<file path="config.mk">
export PLATFORM = sky130hd
export DESIGN_NAME = cellular_cave_smoothing_row
export DESIGN_NICKNAME = d
export VERILOG_FILES = /design/src/hw/rtl/ccs_pkg.sv /design/src/hw/rtl/ccs_lane.sv /design/src/hw/rtl/ccs_row.sv /design/src/hw/rtl/ccs_outq.sv /design/src/hw/rtl/cellular_cave_smoothing_row.sv
export SDC_FILE = /design/constraint.sdc
export NUM_CORES = 2
export LEC_CHECK = 0
export ABC_AREA = 1
export BUFFER_PORTS_ARGS = -buffer_cell sky130_fd_sc_hd__buf_4
export CAP_MARGIN = 10
export CORE_UTILIZATION = 35
export DETAILED_ROUTE_END_ITERATION = 10
export HOLD_SLACK_MARGIN = 0.1
export SETUP_SLACK_MARGIN = 0.4
export SYNTH_ARGS = -nofsm -noshare
export SYNTH_HDL_FRONTEND = slang
export SYNTH_HIERARCHICAL = 1
export SYNTH_SLANG_ARGS = --single-unit
</file>
<file path="constraint.sdc">
create_clock -name clk -period 14.5 [get_ports clk]
set_input_delay 3.625 -clock clk [delete_from_list [all_inputs] [get_ports clk]]
set_output_delay 3.625 -clock clk [all_outputs]
set_load 0.03 [all_outputs]
</file>
<file path="src/hw/rtl/ccs_pkg.sv">
package ccs_pkg;

  // grid geometry
  localparam int MAX_WIDTH = 64;
  localparam int WIDTH_W   = 7;
  localparam int LIMIT_W   = 4;
  localparam int COUNT_W   = 4;
  localparam int CFG_IDX_W = 2;
  localparam int CFG_DAT_W = 7;

  // result queue sizing
  localparam int Q_DEPTH = 4;
  localparam int Q_PTR_W = 2;
  localparam int Q_CNT_W = 3;
  localparam int Q_ROOM  = Q_DEPTH - 2;

  // register reset values
  localparam logic [WIDTH_W-1:0] ROW_WIDTH_RST   = WIDTH_W'(20);
  localparam logic [LIMIT_W-1:0] BIRTH_LIMIT_RST = LIMIT_W'(3);
  localparam logic [LIMIT_W-1:0] DEATH_LIMIT_RST = LIMIT_W'(4);

  // configuration register indexes
  typedef enum logic [CFG_IDX_W-1:0] {
    CFG_ROW_WIDTH   = 2'd0,
    CFG_BIRTH_LIMIT = 2'd1,
    CFG_DEATH_LIMIT = 2'd2
  } cfg_reg_t;

  typedef logic [MAX_WIDTH-1:0] row_t;

  // one result item
  typedef struct packed {
    row_t cells;
    logic frame_end;
  } ccs_item_t;

  // queue write strobes for the two results one row may cause
  typedef struct packed {
    logic first;
    logic second;
  } ccs_push_t;

endpackage

</file>
<file path="src/hw/rtl/ccs_lane.sv">
module ccs_lane (
  input  logic [2:0]                  up,
  input  logic [2:0]                  mid,
  input  logic [2:0]                  down,
  input  logic                        in_grid,
  input  logic [ccs_pkg::LIMIT_W-1:0] birth_limit,
  input  logic [ccs_pkg::LIMIT_W-1:0] death_limit,
  output logic                        cell_nxt
);
  import ccs_pkg::*;

  logic               self_cell;
  logic [COUNT_W-1:0] count;

  // marked neighbours of the centre cell
  assign self_cell = mid[1];
  assign count = COUNT_W'(up[0]) + COUNT_W'(up[1]) + COUNT_W'(up[2])
               + COUNT_W'(mid[0]) + COUNT_W'(mid[2])
               + COUNT_W'(down[0]) + COUNT_W'(down[1]) + COUNT_W'(down[2]);

  // death and birth rules, a cell outside the row gives zero
  always_comb begin
    cell_nxt = self_cell;
    if (self_cell && (count < death_limit)) cell_nxt = 1'b0;
    if (!self_cell && (count > birth_limit)) cell_nxt = 1'b1;
    if (!in_grid) cell_nxt = 1'b0;
  end

endmodule

</file>
<file path="src/hw/rtl/ccs_row.sv">
module ccs_row (
  input  logic [ccs_pkg::WIDTH_W-1:0] width_eff,
  input  logic [ccs_pkg::LIMIT_W-1:0] birth_limit,
  input  logic [ccs_pkg::LIMIT_W-1:0] death_limit,
  input  ccs_pkg::row_t               up_row,
  input  ccs_pkg::row_t               mid_row,
  input  ccs_pkg::row_t               down_row,
  output ccs_pkg::row_t               cells
);
  import ccs_pkg::*;

  // rows padded with an out-of-grid (marked) column on each side
  logic [MAX_WIDTH+1:0] up_x;
  logic [MAX_WIDTH+1:0] mid_x;
  logic [MAX_WIDTH+1:0] down_x;
  row_t                 in_grid;

  assign up_x[0]             = 1'b1;
  assign mid_x[0]            = 1'b1;
  assign down_x[0]           = 1'b1;
  assign up_x[MAX_WIDTH+1]   = 1'b1;
  assign mid_x[MAX_WIDTH+1]  = 1'b1;
  assign down_x[MAX_WIDTH+1] = 1'b1;

  // one lane per column, merged back into the row word
  for (genvar i = 0; i < MAX_WIDTH; i++) begin : g_lane
    assign in_grid[i]  = (WIDTH_W'(i) < width_eff);
    assign up_x[i+1]   = in_grid[i] ? up_row[i]   : 1'b1;
    assign mid_x[i+1]  = in_grid[i] ? mid_row[i]  : 1'b1;
    assign down_x[i+1] = in_grid[i] ? down_row[i] : 1'b1;

    ccs_lane u_lane (
      .up          (up_x[i+2:i]),
      .mid         (mid_x[i+2:i]),
      .down        (down_x[i+2:i]),
      .in_grid     (in_grid[i]),
      .birth_limit (birth_limit),
      .death_limit (death_limit),
      .cell_nxt    (cells[i])
    );
  end

endmodule

</file>
<file path="src/hw/rtl/ccs_outq.sv">
module ccs_outq (
  input  logic                clk,
  input  logic                rst_n,
  input  ccs_pkg::ccs_push_t  push,
  input  ccs_pkg::ccs_item_t  item_first,
  input  ccs_pkg::ccs_item_t  item_second,
  output logic                room,
  output logic                out_valid,
  input  logic                out_ready,
  output ccs_pkg::ccs_item_t  out_item
);
  import ccs_pkg::*;

  ccs_item_t            mem_r [Q_DEPTH];
  logic [Q_PTR_W-1:0]   wr_ptr_r, wr_ptr_nxt;
  logic [Q_PTR_W-1:0]   rd_ptr_r, rd_ptr_nxt;
  logic [Q_CNT_W-1:0]   count_r, count_nxt;
  logic                 pop;

  assign pop       = out_valid && out_ready;
  assign out_valid = (count_r != '0);
  assign out_item  = mem_r[rd_ptr_r];
  assign room      = (count_r <= Q_CNT_W'(Q_ROOM));

  // pointer and fill count updates
  always_comb begin
    wr_ptr_nxt = wr_ptr_r + Q_PTR_W'(push.first) + Q_PTR_W'(push.second);
    rd_ptr_nxt = rd_ptr_r + Q_PTR_W'(pop);
    count_nxt  = count_r + Q_CNT_W'(push.first) + Q_CNT_W'(push.second)
               - Q_CNT_W'(pop);
  end

  always_ff @(posedge clk) begin
    if (!rst_n) begin
      wr_ptr_r <= '0;
      rd_ptr_r <= '0;
      count_r  <= '0;
    end else begin
      wr_ptr_r <= wr_ptr_nxt;
      rd_ptr_r <= rd_ptr_nxt;
      count_r  <= count_nxt;
    end
  end

  // result storage, two writes in row order
  always_ff @(posedge clk) begin
    if (push.first) mem_r[wr_ptr_r] <= item_first;
    if (push.second) mem_r[wr_ptr_r + Q_PTR_W'(1)] <= item_second;
  end

  a_count_bound: assert property (@(posedge clk) disable iff (!rst_n)
    count_r <= Q_CNT_W'(Q_DEPTH))
    else $error("result queue fill count beyond depth");

  a_second_needs_first: assert property (@(posedge clk) disable iff (!rst_n)
    push.second |-> push.first)
    else $error("second result written without first");

  a_push_has_room: assert property (@(posedge clk) disable iff (!rst_n)
    push.first |-> count_r <= Q_CNT_W'(Q_ROOM))
    else $error("result written into queue without room");

  a_pointer_gap: assert property (@(posedge clk) disable iff (!rst_n)
    Q_PTR_W'(count_r) == Q_PTR_W'(wr_ptr_r - rd_ptr_r))
    else $error("queue pointers disagree with fill count");

endmodule

</file>
<file path="src/hw/rtl/cellular_cave_smoothing_row.sv">
// results: a row's result enters the result queue when the row below it is transferred;
//   a bottom row queues its own result (and the pending one first) when it arrives
// throughput: one row per cycle while the queue has room, set by the 64 parallel column
//   lanes; a bottom row with a pending row writes both results to a four-entry queue
// reset: synchronous active low; registers return to 20/3/4, held rows clear, queue empties
module cellular_cave_smoothing_row (
  input  logic                          clk,
  input  logic                          rst_n,
  input  logic                          in_tvalid,
  output logic                          in_tready,
  input  logic [63:0]                   in_tdata,   // [63:0] row_cells
  input  logic                          in_tlast,   // last_row
  output logic                          out_tvalid,
  input  logic                          out_tready,
  output logic [63:0]                   out_tdata,  // [63:0] smoothed_cells
  output logic                          out_tlast,  // frame_end
  input  logic                          cfg_valid,
  output logic                          cfg_ready,
  input  logic [ccs_pkg::CFG_IDX_W-1:0] cfg_index,
  input  logic [ccs_pkg::CFG_DAT_W-1:0] cfg_data
);
  import ccs_pkg::*;

  logic [WIDTH_W-1:0] row_width_r;
  logic [LIMIT_W-1:0] birth_limit_r;
  logic [LIMIT_W-1:0] death_limit_r;
  logic [WIDTH_W-1:0] width_eff;

  row_t       row_above_r, row_above_nxt;
  row_t       row_pending_r, row_pending_nxt;
  logic       held_r, held_nxt;
  logic       in_fire;
  logic       room;
  row_t       mid_a, down_a;
  row_t       cells_a, cells_b;
  ccs_push_t  push;
  ccs_item_t  item_first, item_second, out_item;

  // configuration writes
  assign cfg_ready = 1'b1;

  always_ff @(posedge clk) begin
    if (!rst_n) begin
      row_width_r   <= ROW_WIDTH_RST;
      birth_limit_r <= BIRTH_LIMIT_RST;
      death_limit_r <= DEATH_LIMIT_RST;
    end else if (cfg_valid && cfg_ready) begin
      unique case (cfg_index)
        CFG_ROW_WIDTH:   row_width_r   <= cfg_data;
        CFG_BIRTH_LIMIT: birth_limit_r <= cfg_data[LIMIT_W-1:0];
        CFG_DEATH_LIMIT: death_limit_r <= cfg_data[LIMIT_W-1:0];
        default: ;
      endcase
    end
  end

  // clamp width into 1..MAX_WIDTH
  always_comb begin
    priority if (row_width_r == '0) width_eff = WIDTH_W'(1);
    else if (row_width_r > WIDTH_W'(MAX_WIDTH)) width_eff = WIDTH_W'(MAX_WIDTH);
    else width_eff = row_width_r;
  end

  // input transfer needs room for two results
  assign in_tready = room;
  assign in_fire   = in_tvalid && in_tready;

  // first unit: pending row, or the lone bottom row of a single-row grid
  assign mid_a  = held_r ? row_pending_r : in_tdata;
  assign down_a = held_r ? in_tdata : '1;

  ccs_row u_row_a (
    .width_eff   (width_eff),
    .birth_limit (birth_limit_r),
    .death_limit (death_limit_r),
    .up_row      (row_above_r),
    .mid_row     (mid_a),
    .down_row    (down_a),
    .cells       (cells_a)
  );

  // second unit: bottom row flushed after the pending one
  ccs_row u_row_b (
    .width_eff   (width_eff),
    .birth_limit (birth_limit_r),
    .death_limit (death_limit_r),
    .up_row      (row_pending_r),
    .mid_row     (in_tdata),
    .down_row    ('1),
    .cells       (cells_b)
  );

  // results and row window update
  always_comb begin
    push.first             = in_fire && (held_r || in_tlast);
    push.second            = in_fire && held_r && in_tlast;
    item_first.cells       = cells_a;
    item_first.frame_end   = !held_r;
    item_second.cells      = cells_b;
    item_second.frame_end  = 1'b1;
    row_above_nxt          = row_above_r;
    row_pending_nxt        = row_pending_r;
    held_nxt               = held_r;
    if (in_fire) begin
      if (in_tlast) begin
        row_above_nxt   = '1;
        row_pending_nxt = '0;
        held_nxt        = 1'b0;
      end else begin
        if (held_r) row_above_nxt = row_pending_r;
        row_pending_nxt = in_tdata;
        held_nxt        = 1'b1;
      end
    end
  end

  always_ff @(posedge clk) begin
    if (!rst_n) begin
      row_above_r   <= '1;
      row_pending_r <= '0;
      held_r        <= 1'b0;
    end else begin
      row_above_r   <= row_above_nxt;
      row_pending_r <= row_pending_nxt;
      held_r        <= held_nxt;
    end
  end

  ccs_outq u_outq (
    .clk         (clk),
    .rst_n       (rst_n),
    .push        (push),
    .item_first  (item_first),
    .item_second (item_second),
    .room        (room),
    .out_valid   (out_tvalid),
    .out_ready   (out_tready),
    .out_item    (out_item)
  );

  assign out_tdata = out_item.cells;
  assign out_tlast = out_item.frame_end;

  a_bottom_clears: assert property (@(posedge clk) disable iff (!rst_n)
    (in_fire && in_tlast) |=> (!held_r && row_above_r == '1))
    else $error("row window not cleared after bottom row");

  a_first_row_silent: assert property (@(posedge clk) disable iff (!rst_n)
    (in_fire && !held_r && !in_tlast) |-> !push.first)
    else $error("result written for a first row");

  a_pending_emitted: assert property (@(posedge clk) disable iff (!rst_n)
    (in_fire && held_r) |=> out_tvalid)
    else $error("pending row not offered after the row below");

endmodule
</file>
==> reports/metrics.cfg <==
[setup_path]
cp_num_buf_inv=6
cpMaxStageDelayCell=nor2_1
path_common_cell=nand2_1
critPathMaxFanout=18
ff2ff_setup_slack_ns=6.70
r2r_start=row_width_r[6]
crit_path_start=row_width_r[6]
r2r_end=u_outq/mem_r[2][44]
start_kind=flop
crit_arrival_ns=8.20
crit_type=flop to flop
max_stage_delay_ns=0.96
cp_top_family=simple AND/OR/NAND/NOR gates
reg2reg_depth=24
cp-end-kind=flop
cp.required_ns=14.90
path_cells=nor2_1 > inv_2 > nand2_1 > inv_1 > buf_4 > nand2_1 > nand3_1 > inv_1 > fa_1 > fa_1 > fa_1 > inv_1 > ha_1 > fa_1 > xor2_1 > ha_1 > nand2_1 > inv_1 > nand2_1 > nand2_1 > a21oi_1 > nor2_1 > nand4_1 > nand2_1

[sta]
final-hold-violation-count=0
setup_tns_ns=0
skew_ns=0.02983
slew_violations=0
clock.fmax_mhz=128.2
whs_ns=0.4466
worst_slew_pin_slew_ns=1.197
slew_headroom=0.1933
finalSetupViolCount=0
period_share=0.5379
rsz0062_at_grt=false
final.min_clock_period_ns=7.800

[detailed_routing]
finalWirelength_um=240300
drc=0
wl_per_cell_um=16.33
ant_nets=0
vias=67402
vias_per_cell=4.582
drt_iter0_drc=4735
drtPass1Iterations=8

[pwr]
switching_share=0.5350
p_int_w=0.006731
p_per_area_nw_per_um2=175.2
p_sw_w=0.007745
power_leakage_nw=52.92
seqPwrFrac=0.123
peakVddDrop_mv=0.1495
clkPwrFrac=0.097
p_comb_frac=0.780

[cells_and_area]
seq_area_um2=10880
area_delta_synth_final_pct=8.111
post-route-util=0.3805
finalNetCount=13679
final-instance-count-excl-fill=14711
fill_cells=23191
drive_gt1_frac=0.05580
multi_input_area_um2=50190

[floorplanning]
die_w_um=469.3
die_y_um=469.3
die-area_um2=220300
ios=147
start_util=0.3520
rows=171
coreArea_um2=217200

[place]
dpl.cell_count=14602
portBuffers=145
place_congestion=0.8800
dpl.hpwl_um=168100

[clocking]
clk-insertion-delay-late_ns=0.65
cts_setup_buffers=0
cts_hold_buffers=0
cts_tree=built
htree_levels=2
cts_buffer_depth=3
cts_root_buf=clkbuf_16
cts_sinks=411
clk_pin_slew_ns=0.06
cts_buffers=52
cts_resized=0

[min_path]
min_from=row_above_r[28]
hold_path_depth=2
hold_end=row_above_r[28]
hp-class=flop to flop

[yosys]
netlist_instances=11701
ys_warn_count=6
yosysUniqueCellTypes=32
postSynthAreaPerCell_um2=6.533
synth-seq-cells=411
yosysSeqAreaShare=0.1417
syn-cell-area_um2=76440

[run_status]
status=complete, no violations

[global_routing]
grt-ovfl-total=0
grt_pass1_wl_um=370700
track_usage=0.2160
antenna_found_initial=14
grt_max_degree=163
grt_pass1_vias=63551

[job]
max_cap_viol_count=0

-- cell usage after synthesis --
cell type  count  area [um2]
nor2_1       198       743.2
o21ai_0      113       565.5
fa_1         515       10310
buf_2        144       720.7
nand3_1      677        3388
nand2_1     3376       12670
nor3_1         1       5.000
o21bai_1       3       22.52
o21ai_2        2       17.52
inv_1       3717       13950
nand2_2      135       844.6
nor2_4         6       67.56
dfxtp_1      151        3023
o21ai_1       47       235.2
ha_1        1283       16050
clkbuf_1      57       214.0
nand4_1      140       875.8
o21ai_4        1       16.27
buf_6         10       112.6
nand3b_1      17       127.6
a21boi_0       1       7.510
nand3_2        1       10.01
nor2_2         4       25.02
inv_2        149       559.3
or2_2         36       225.2
buf_1          4       15.01
edfxtp_1     260        7807
buf_4         31       232.7
clkinv_1       1       3.750
a21oi_1      490        2452
conb_1         3       11.26
xor2_1       128        1121
-- state kept, by name, indices dropped and copies added, names as in the netlist --
register	count
u_outq/rd_ptr_r	2
u_outq/mem_r	260
row_above_r	64
row_pending_r	64
death_limit_r	4
birth_limit_r	4
u_outq/wr_ptr_r	2
held_r	1
row_width_r	7
u_outq/count_r	3
-- logic make-up after synthesis --
logic type               count (synthesis)  share of synthesized area
flip-flops                             411                     0.1417
XOR/XNOR                               128                    0.01467
adder cells (fa/ha/maj)               1798                     0.3449
AND/OR/NAND/NOR                       4591                     0.2484
AO/OA/AOI/OAI                          657                    0.04339
buffers and inverters                 4113                     0.2068
other                                    3                  0.0001473
-- worst register-to-register path, cell delays in order, from the launching register on --
cell and delay, ns:
dfxtp_1 0.56, nor2_1 0.97, inv_2 0.69, nand2_1 0.66, inv_1 0.53, buf_4 0.36
nand2_1 0.12, nand3_1 0.19, inv_1 0.16, fa_1 0.43, fa_1 0.47, fa_1 0.49
inv_1 0.04, ha_1 0.20, fa_1 0.38, xor2_1 0.26, ha_1 0.29, nand2_1 0.06
inv_1 0.05, nand2_1 0.06, nand2_1 0.04, a21oi_1 0.21, nor2_1 0.16, nand4_1 0.12
nand2_1 0.06
-- worst max path at each step --
stage                                      to  slack, ns  depth (start not counted)
after global routing      u_outq/mem_r[2][44]       6.48                         24
after global placement    u_outq/mem_r[0][14]       6.38                          8
after CTS                 u_outq/mem_r[0][23]       7.00                          8
after detailed placement  u_outq/mem_r[0][26]       6.34                          8
after floorplan           u_outq/mem_r[0][33]       7.27                         20
final                     u_outq/mem_r[2][44]       6.70                         24
-- final cells by class --
type                       count  share of cell area
sequential                   411              0.1317
antenna                       11           0.0003331
clock inverter                27            0.003422
clock buffer                  71             0.01775
multi-input combinational   7255              0.6074
tap                         2854             0.04321
inverter                    3867              0.1758
timing repair buffer         215             0.02044
-- routing by layer --
metal	share of wire	up-vias	GRT usage
li1	-	34521	-
met1	0.44	30665	0.2851
met2	0.45	1865	0.3614
met3	0.067	329	0.02619
met4	0.038	22	0.07522
met5	0.00056	-	0
-- stage by stage --
step | cell area (um2) | setup WS, ns | power [W]
floorplan | 76730 | 7.274 | 0.01032
global placement | 80860 | 6.375 | 0.01281
detailed placement | 80860 | 6.337 | 0.01298
CTS | 82610 | 7.003 | 0.01445
global route | 82620 | 6.478 | 0.01644
finish | 82640 | 6.700 | 0.01448
-- cell usage in the layout (no fill, tap or decap), types with 17 or more instances in the layout --
cell type and n:
nor2_1 196, fa_1 515, o21ai_1 47, edfxtp_1 260, nand4_1 140, nand3_1 675, buf_4 209, dfxtp_1 138
a21oi_1 490, xor2_1 128, or2_2 36, inv_1 3715, o21ai_0 113, clkbuf_16 55, inv_2 147, nand3b_1 17
conb_1 81, ha_1 1283, nand2_1 3370, nand2_2 134
-- power by group through the flow --
stage | sequential, W | clock, W | combinational [W]
2_1_floorplan | 0.00172 | 0 | 0.00860
3_3_place_gp | 0.00180 | 0 | 0.0110
3_5_place_dp | 0.00180 | 0 | 0.0112
4_1_cts | 0.00178 | 0.00142 | 0.0113
5_1_grt | 0.00180 | 0.00145 | 0.0132
6_report | 0.00178 | 0.00140 | 0.0113
No activity file was read; power rests on OpenSTA's default activity.
